$ cat config.mk
export PLATFORM = sky130hd
export DESIGN_NAME = trial_division_factorizer_core
export DESIGN_NICKNAME = d
export VERILOG_FILES = /design/src/rtl/core/trdf_pkg.sv /design/src/rtl/core/trdf_divider.sv /design/src/rtl/core/trial_division_factorizer_core.sv
export VERILOG_INCLUDE_DIRS = /design/src /design/src/rtl/core
export SDC_FILE = /design/constraint.sdc
export NUM_CORES = 1
export LEC_CHECK = 0
export BUFFER_PORTS_ARGS = -buffer_cell sky130_fd_sc_hd__buf_2
export CAP_MARGIN = 30
export CORE_MARGIN = 2
export CORE_UTILIZATION = 61
export DETAILED_ROUTE_END_ITERATION = 6
export GPL_ROUTABILITY_DRIVEN = 0
export PLACE_DENSITY = 0.8
export SLEW_MARGIN = 20
export SYNTH_ARGS = -nofsm -noshare
export SYNTH_HDL_FRONTEND = slang
export SYNTH_SLANG_ARGS = --single-unit
$ cat constraint.sdc
create_clock -name clk -period 6.65 [get_ports clk]
set_clock_uncertainty 0.15 [all_clocks]
set_input_delay 0.3325 -clock clk [delete_from_list [all_inputs] [get_ports clk]]
set_output_delay 0.3325 -clock clk [all_outputs]
set_load 0.03 [all_outputs]
$ cat src/rtl/core/trial_division_factorizer_core_defines.svh
// assertion macros shared by the factorizer rtl
`ifndef TRIAL_DIVISION_FACTORIZER_CORE_DEFINES_SVH
`define TRIAL_DIVISION_FACTORIZER_CORE_DEFINES_SVH

// antecedent implies consequent in the same cycle
`define TRDF_ASSERT_SAME(label, clk, rst, ante, cons, msg) \
  label: assert property (@(posedge clk) disable iff (rst) (ante) |-> (cons)) \
    else $error(msg);

// antecedent implies consequent in the next cycle
`define TRDF_ASSERT_NEXT(label, clk, rst, ante, cons, msg) \
  label: assert property (@(posedge clk) disable iff (rst) (ante) |=> (cons)) \
    else $error(msg);

`endif

$ cat src/rtl/core/trdf_pkg.sv
// package with widths, result kinds and the divider status type
`default_nettype none

package trdf_pkg;

  // width of the number being factored
  localparam int VALUE_WIDTH = 32;
  // width of the value and factor ports
  localparam int FIELD_WIDTH = 32;
  // divider step counter width
  localparam int STEP_W = $clog2(VALUE_WIDTH);
  // result limit per input and its counter width
  localparam int MAX_RESULTS = 32;
  localparam int RES_CNT_W = $clog2(MAX_RESULTS);

  localparam logic [VALUE_WIDTH-1:0] FIRST_DIVISOR = VALUE_WIDTH'(2);

  // result kinds
  localparam logic [1:0] KIND_FACTOR   = 2'd0;
  localparam logic [1:0] KIND_COFACTOR = 2'd1;
  localparam logic [1:0] KIND_PRIME    = 2'd2;

  // divider status seen by the sequencer
  typedef struct packed {
    logic                   done;
    logic [VALUE_WIDTH-1:0] quotient;
    logic [VALUE_WIDTH-1:0] remainder;
  } div_res_t;

endpackage

`default_nettype wire

$ cat src/rtl/core/trdf_divider.sv
// shared restoring divider, one quotient bit per cycle
`default_nettype none

module trdf_divider import trdf_pkg::*; (
  input  wire logic                   clk,
  input  wire logic                   rst,
  input  wire logic                   go,
  input  wire logic [VALUE_WIDTH-1:0] dividend,
  input  wire logic [VALUE_WIDTH-1:0] divisor,
  output div_res_t                    res
);

  logic                   running;
  logic [STEP_W-1:0]      step;
  logic [VALUE_WIDTH-1:0] rem;
  logic [VALUE_WIDTH-1:0] quo;
  logic                   done;

  logic [VALUE_WIDTH:0]   trial;
  logic [VALUE_WIDTH:0]   diff;
  logic                   fits;

  // shift in the next dividend bit and try the subtraction
  always_comb begin
    trial = {rem, quo[VALUE_WIDTH-1]};
    diff  = trial - {1'b0, divisor};
    fits  = !diff[VALUE_WIDTH];
  end

  // iteration control
  always_ff @(posedge clk) begin
    if (rst) begin
      running <= 1'b0;
      done    <= 1'b0;
    end else begin
      done <= 1'b0;
      if (go) begin
        running <= 1'b1;
      end else if (running && step == '0) begin
        running <= 1'b0;
        done    <= 1'b1;
      end
    end
  end

  // datapath registers
  always_ff @(posedge clk) begin
    if (go) begin
      step <= STEP_W'(VALUE_WIDTH - 1);
      rem  <= '0;
      quo  <= dividend;
    end else if (running) begin
      step <= step - 1'b1;
      rem  <= fits ? diff[VALUE_WIDTH-1:0] : trial[VALUE_WIDTH-1:0];
      quo  <= {quo[VALUE_WIDTH-2:0], fits};
    end
  end

  assign res.done      = done;
  assign res.quotient  = quo;
  assign res.remainder = rem;

endmodule

`default_nettype wire

$ cat src/rtl/core/trial_division_factorizer_core.sv
// Trial-division factorizer. A number is taken when start is high and busy is low.
// Divisors run upward from 2; each prime factor comes out in ascending order with
// kind 0, then the remaining cofactor with kind 1, or the input itself with kind 2
// when it is prime; last marks the final word of a run. Input 1 gives no word and
// input 0 gives one cofactor word of 0. Each word is on factor/kind/last for exactly
// one cycle with strobe high, and the receiver cannot stall it. Every trial divisor
// runs on the one shared restoring divider: a launch state, one quotient bit per
// cycle, and a decision in the wait state. A prime near 2^32 needs about 65535
// trials; busy stays high for the whole run.
`default_nettype none
`include "trial_division_factorizer_core_defines.svh"

module trial_division_factorizer_core import trdf_pkg::*; (
  input  wire logic                   clk,
  input  wire logic                   rst,
  input  wire logic                   start,
  output logic                        busy,
  input  wire logic [FIELD_WIDTH-1:0] value,
  output logic                        strobe,
  output logic [FIELD_WIDTH-1:0]      factor,
  output logic [1:0]                  kind,
  output logic                        last
);

  localparam logic [1:0] S_IDLE   = 2'd0;
  localparam logic [1:0] S_LAUNCH = 2'd1;
  localparam logic [1:0] S_WAIT   = 2'd2;

  logic [1:0]             state;
  logic [VALUE_WIDTH-1:0] rest;
  logic [VALUE_WIDTH-1:0] divisor;
  logic [RES_CNT_W-1:0]   count;

  logic [VALUE_WIDTH-1:0] value_in;
  logic                   accept;
  logic                   finish;
  div_res_t               div_res;

  assign busy     = (state != S_IDLE);
  assign accept   = start && !busy;
  assign value_in = VALUE_WIDTH'(value);

  // stop when divisor squared exceeds the rest or the result limit is hit
  assign finish = (div_res.quotient < divisor) || (count == RES_CNT_W'(MAX_RESULTS - 1));

  trdf_divider u_div (
    .clk      (clk),
    .rst      (rst),
    .go       (state == S_LAUNCH),
    .dividend (rest),
    .divisor  (divisor),
    .res      (div_res)
  );

  // sequencer
  always_ff @(posedge clk) begin
    if (rst) begin
      state  <= S_IDLE;
      strobe <= 1'b0;
    end else begin
      strobe <= 1'b0;
      case (state)
        S_IDLE: begin
          if (accept && value_in != VALUE_WIDTH'(1)) begin
            state <= S_LAUNCH;
          end
        end
        S_LAUNCH: begin
          state <= S_WAIT;
        end
        S_WAIT: begin
          if (div_res.done) begin
            if (finish) begin
              strobe <= 1'b1;
              state  <= S_IDLE;
            end else if (div_res.remainder == '0) begin
              strobe <= 1'b1;
              state  <= S_LAUNCH;
            end else begin
              state  <= S_LAUNCH;
            end
          end
        end
        default: begin
          state <= S_IDLE;
        end
      endcase
    end
  end

  // working value, divisor, result count and output word
  always_ff @(posedge clk) begin
    if (accept) begin
      rest    <= value_in;
      divisor <= FIRST_DIVISOR;
      count   <= '0;
    end else if (state == S_WAIT && div_res.done) begin
      if (finish) begin
        factor <= FIELD_WIDTH'(rest);
        kind   <= (count == '0 && rest != '0) ? KIND_PRIME : KIND_COFACTOR;
        last   <= 1'b1;
      end else if (div_res.remainder == '0) begin
        factor <= FIELD_WIDTH'(divisor);
        kind   <= KIND_FACTOR;
        last   <= 1'b0;
        rest   <= div_res.quotient;
        count  <= count + 1'b1;
      end else begin
        divisor <= divisor + 1'b1;
      end
    end
  end

  // checks
  `TRDF_ASSERT_NEXT(a_more_after_factor, clk, rst, strobe && !last, busy, "run ended early")
  `TRDF_ASSERT_SAME(a_idle_after_last, clk, rst, strobe && last, !busy, "busy on last word")
  `TRDF_ASSERT_SAME(a_prime_is_last, clk, rst, strobe && kind == KIND_PRIME, last, "open prime")
  `TRDF_ASSERT_SAME(a_factor_not_last, clk, rst, strobe && kind == KIND_FACTOR, !last, "last factor")

endmodule

`default_nettype wire
Yosys cells after proc, flatten, opt, wreduce, memory -nomap -nowiden
Index checks and enable logic that the tools add are counted.
Storage, ports and cells
  register bits: 178
Operators by class
  muxes and demuxes: 22
  bitwise gates (word level): 5
  $add $sub $neg: 4
  $lt $le $gt $ge: 1
  reduce and logical (&&, ||, !) cells: 26
  equality and inequality tests: 7
Operator list (count)
  $mux 32: 9
  $sub 33x32->33: 1
  $add 32x1->32 const B: 1
  $logic_not 32->1: 1
  $lt 32x32->1: 1
  $ne 32x1->1 const B: 1
  $reduce_bool 32->1: 1
  $reduce_and 3->1: 4
  $reduce_bool 2->1: 6
  $logic_not 5->1: 2
  $mux 2: 5
  $mux 1: 7
  $pmux 2 s3: 1
  $add 5x1->5 const B: 1
  $eq 5x5->1 const B: 1
  $logic_and 1x1->1: 5
  $not 1->1: 5
  $sub 5x1->5 const B: 1
  $ne 2x2->1 const B: 2
  $reduce_or 3->1: 1
  $eq 2x1->1 const B: 1
  $eq 2x2->1 const B: 1
  $logic_not 1->1: 2
  $logic_not 2->1: 1
  other kinds (4): 4

Logic depth before layout (Yosys ltp)
  depth after elaboration: 6
  depth in mapped cells: 15
  depth with buffers taken out: 13

By module
Synthesis repeated with hierarchy kept, for this count alone.
Second synthesis, totals
  cell total of the unflattened synthesis: 1165
  area, all modules: 10562.6 um^2
By module, submodules not included
  trial_division_factorizer_core: area an instance 5611.6 um^2, cells an instance 610, times used 1, seq. area each 2812.7 um^2
  trdf_divider: area an instance 4951.0 um^2, cells an instance 555, times used 1, seq. area each 1741.7 um^2

Worst setup path after synthesis
Ideal clock, no wire load.
  kind: reg-to-reg
  start: reg divisor[9]
  end: reg factor[0] (enable)
  clock period less this slack: 5148 ps
  arrival time: 4515 ps
  data required time: 6018 ps
  path buffers: 1
  setup slack: 1502 ps
  setup time: 482 ps
  cell stages (with the launch flop): 11
  cells stage by stage: dfxtp_1 -> inv_1 -> ha_1 -> a21o_1 -> a21o_1 -> a21o_1 -> a21o_1 -> a211oi_1 -> o21ai_1 -> clkbuf_1 -> a21boi_0
Between the ends
  word-level cells in the longest chain between the ends: 4
Ends and longest elaborated chain
  start, declared: RTL line trial_division_factorizer_core.sv:31  | logic [VALUE_WIDTH-1:0] divisor;
  start signal, assigned: RTL line trial_division_factorizer_core.sv:109  | divisor <= divisor + 1'b1;
  $lt 32x32->1: RTL line trial_division_factorizer_core.sv:44  | assign finish = (div_res.quotient < divisor) || (count == RES_CNT_W'(MAX_RESULTS - 1));
  $logic_or 1x1->1: RTL line trial_division_factorizer_core.sv:44
  $reduce_bool 2->1 (no line)
  $reduce_and 3->1 (no line)
  end signal, assigned: RTL line trial_division_factorizer_core.sv:99  | factor <= FIELD_WIDTH'(rest);
  end signal, assigned: RTL line trial_division_factorizer_core.sv:103  | factor <= FIELD_WIDTH'(divisor);
  end, declared: RTL line trial_division_factorizer_core.sv:20  | output logic [FIELD_WIDTH-1:0] factor,
Every way passes these cells.
A chain may end at the register's enable or synchronous reset.

Final worst setup path
  start: reg divisor[9]
  end: reg rest[29] (enable)
Between the ends
  word-level cells in the longest chain between the ends: 4
Ends and longest elaborated chain
  $lt 32x32->1: RTL line trial_division_factorizer_core.sv:44
  $logic_or 1x1->1: RTL line trial_division_factorizer_core.sv:44
  $ne 2x2->1 (no line)
  $reduce_and 3->1 (no line)
  end signal, assigned: RTL line trial_division_factorizer_core.sv:94  | rest <= value_in;
  end signal, assigned: RTL line trial_division_factorizer_core.sv:106  | rest <= div_res.quotient;
  end, declared: RTL line trial_division_factorizer_core.sv:30  | logic [VALUE_WIDTH-1:0] rest;
Every way passes these cells.

==> reports/metrics.cfg <==
[sta]
setup_violations = 0
slew_viol_final = 0
fin_crit_sh_pct = 61.3
period_minus_slack_ns = 4.08
fin_hold_ws_ns = 0.0170
setup_tns_ns = 0
slew_headroom_pct = 37.1
max_freq_ghz = 0.245
rsz0062_at_grt = no
hold_viol = 0
worst_slew_pin_slew_ns = 0.942

[clock_tree]
clk_path_buf_depth = 2
h-tree-depth = 4
cts_buffers = 17
cts-hold-fix-buffers = 1
cts_tree = done
ctsResizeCount = 0
path_clk_slew_ns = 0.07
clk_latency_ns = 0.44
cts_root_buf = clkbuf_16
cts.sinks = 178
cts_setup_buffers = 0

[die]
rows = 47
boundaryPins = 72
die_area_um2 = 17900
fp.dieH_um = 134
die_x_um = 134
core_area_um2 = 16500
start_util_pct = 62.4

[placed_design]
io_buffers = 71
placed_cell_area_um2 = 10800
dp_hpwl_mm = 18.5

[power_and_ir_drop]
ir_worst_vdd_uv = 502
p_comb_share_pct = 47.8
switching_power_w = 0.00195
switching_share_pct = 40.7
clkPwrFrac_pct = 20.8
seqPwrFrac_pct = 31.5
power_leakage_nw = 4.67
internal_power_w = 0.00284
powerDensity_nw_per_um2 = 421

[synthesis]
synthArstFlopShare_pct = 0
ys_ff_latch = 178
postSynthAreaPerCell_um2 = 8.74
syn-num-nets = 1283
synth_cell_types = 63
synth_flop_cell = edfxtp_1
yosys_warnings = 0
netlist_area_um2 = 10300
yosysSeqAreaShare_pct = 44.2
synth_edf_count = 99
synthesis.instances = 1179

[drt]
ant_nets = 0
viasPerCell = 6.05
drt-total-wl_mm = 26.5
drc_errors = 0
first_iter_violations = 836
dr.pass1.iters = 5
vias = 8849
wl_per_cell_um = 18.1

[critical_path]
cp_max_fo = 32
cp-startpoint = divisor[9]$_SDFFE_PP0P_
cp.required_ns = 6.67
worst_setup_path_start_kind = register
r2r_end = rest[29]$_DFFE_PP_
crit_type = reg -> reg
cp-end-kind = register
worstSetupEndpoint = rest[29]$_DFFE_PP_
crit_arrival_ns = 4.10
r2r_start = divisor[9]$_SDFFE_PP0P_
r2r_setup_slack_ns = 2.57
reg2reg_depth = 12

[finish]
final_area_um2 = 11400
drive_above_1_share_pct = 10.4
layout.nets = 1333
diodes = 0
areaGrowthSynthToFinish_pct = 10.5

[grt]
antenna_found_initial = 0
grt_pass1_vias = 8242
grt_pass1_wl_mm = 42.4
grt_use_total_pct = 30.1
overflow = 0
grt_max_degree = 65

[worst_hold_path]
holdCritPathClass = in -> reg

[job]
maxCapViolations = 0

[status]
status = complete, no violations

cell usage in the layout (no fill, tap or decap), types with 3 or more instances in the layout:
cell        Yosys  routed
nor4_1         28      28
and3_1         13      13
and4_1          5       5
nor2b_1         5       4
nor4b_1        13      13
xnor2_1        41      41
xor2_1          9       9
or3_1           8       8
buf_2           1      71
o21bai_1        5       5
nand2_1       297     297
nand2b_1        7       6
nand3_1        28      28
dfxtp_1        79      79
a21oi_1        69      69
nor3_1          6       6
ha_1           68      68
clkinvlp_4      0       4
o21ai_1         4       3
a211oi_1        5       5
and2_1          5       4
o21a_1          4       4
clkbuf_16       0      17
o211ai_1        3       3
mux2i_1        17      17
o21ai_0       108     108
buf_4           1      11
inv_1          54      53
a21o_1         30      30
edfxtp_1       99      99
inv_8           0       3
a211o_1         3       3
nand4_1        27      27
nor2_1         52      52
inv_6           0       4
cells in the mapped netlist, drive strengths merged (5+ instances only):
library cell	n	area [um2]
xnor2	41	359
edfxtp	99	2970
clkbuf	46	173
nor2b	5	31.3
inv	55	206
a211oi	6	50.1
and3	13	81.3
ha	68	851
nand2b	7	43.8
o21bai	5	37.5
xor2	9	78.8
a21oi	69	345
buf	6	66.3
or3	8	50.1
dfxtp	79	1580
nor4b	13	114
nor4	28	175
and4	5	43.8
nor3	6	30.0
nand3	28	140
and2	5	31.3
o21ai	112	561
nand4	27	169
nor2	52	195
a21o	30	225
nand2	297	1110
mux2i	17	170
state kept, by name (all words and copies together), names as in the netlist:
register	flops
u_div.quo	32
u_div.rem	32
divisor	32
u_div.done	1
last	1
kind	2
state	2
strobe	1
rest	32
count	5
factor	32
u_div.step	5
u_div.running	1
power groups by stage:
stage	registers, W	logic (W)	clock network, W
floorplan	0.00146	0.00195	0
global placement	0.00152	0.00218	0
detailed placement	0.00152	0.00223	0
CTS	0.00150	0.00225	0.000996
global route	0.00152	0.00252	0.00104
finish	0.00151	0.00229	0.000995
worst min path at each step:
stage	from	end	slack, ns	cells past startpoint
after floorplan	rst	state[0]$_SDFFE_PP0P_	0.25	1
after detailed placement	u_div.step[4]$_SDFFE_PP1P_	u_div.step[4]$_SDFFE_PP1P_	0.31	2
after global placement	u_div.step[4]$_SDFFE_PP1P_	u_div.step[4]$_SDFFE_PP1P_	0.30	2
after CTS	value[8]	rest[8]$_DFFE_PP_	0.02	3
final	value[24]	rest[24]$_DFFE_PP_	0.02	3
after global routing	value[25]	rest[25]$_DFFE_PP_	0.02	3
cells by family (layout without fill, tap and decap cells):
kind of cell	after synthesis	in the layout	share of synthesized area, %
AO/OA/AOI/OAI	256	256	14.9
adder cells (fa/ha/maj)	69	69	8.45
buffers and inverters	107	170	4.32
XOR/XNOR	50	50	4.25
flip-flops	178	178	44.2
AND/OR/NAND/NOR	500	500	22.0
multiplexers	19	19	1.87
through the flow:
step	setup WS, ns	total power [W]	utilization, %	instances
2_1_floorplan	1.50	0.00341	-	1179
4_1_cts	2.59	0.00475	68.9	1462
6_report	2.57	0.00479	68.9	1462
5_1_grt	2.40	0.00508	68.9	1462
3_5_place_dp	2.60	0.00375	65.4	1429
3_3_place_gp	2.65	0.00370	65.4	1428
worst max-delay path, stage by stage (launching register included):
cell and delay, ns:
dfxtp_1 0.41, inv_1 0.16, ha_1 0.34, a21o_1 0.18
a21o_1 0.17, a21o_1 0.16, a21o_1 0.17, a211oi_1 0.36
o21ai_2 0.11, buf_4 0.26, nand3_1 0.27, nand2_1 0.58
buf_4 0.45
layer usage:
layer / wire length [um] / track usage [%] / share of wire (%)
met1: 11100 / 39.5 / 42
met2: 12600 / 49.8 / 47
met3: 2110 / 5.59 / 8.0
met4: 751 / 11.2 / 2.8
met5: 0 / 0 / 0
area by class of cell:
type                    count  area (um2)
repair buffers             83         448
inverters                  55         206
multi-input cells         894        5330
clock inverters            15         146
flip-flops and latches    178        4550
well taps                 220         275
fillers                  1280        5130
clock buffers              17         425
Note: power is estimated with default switching activity, not from simulation.
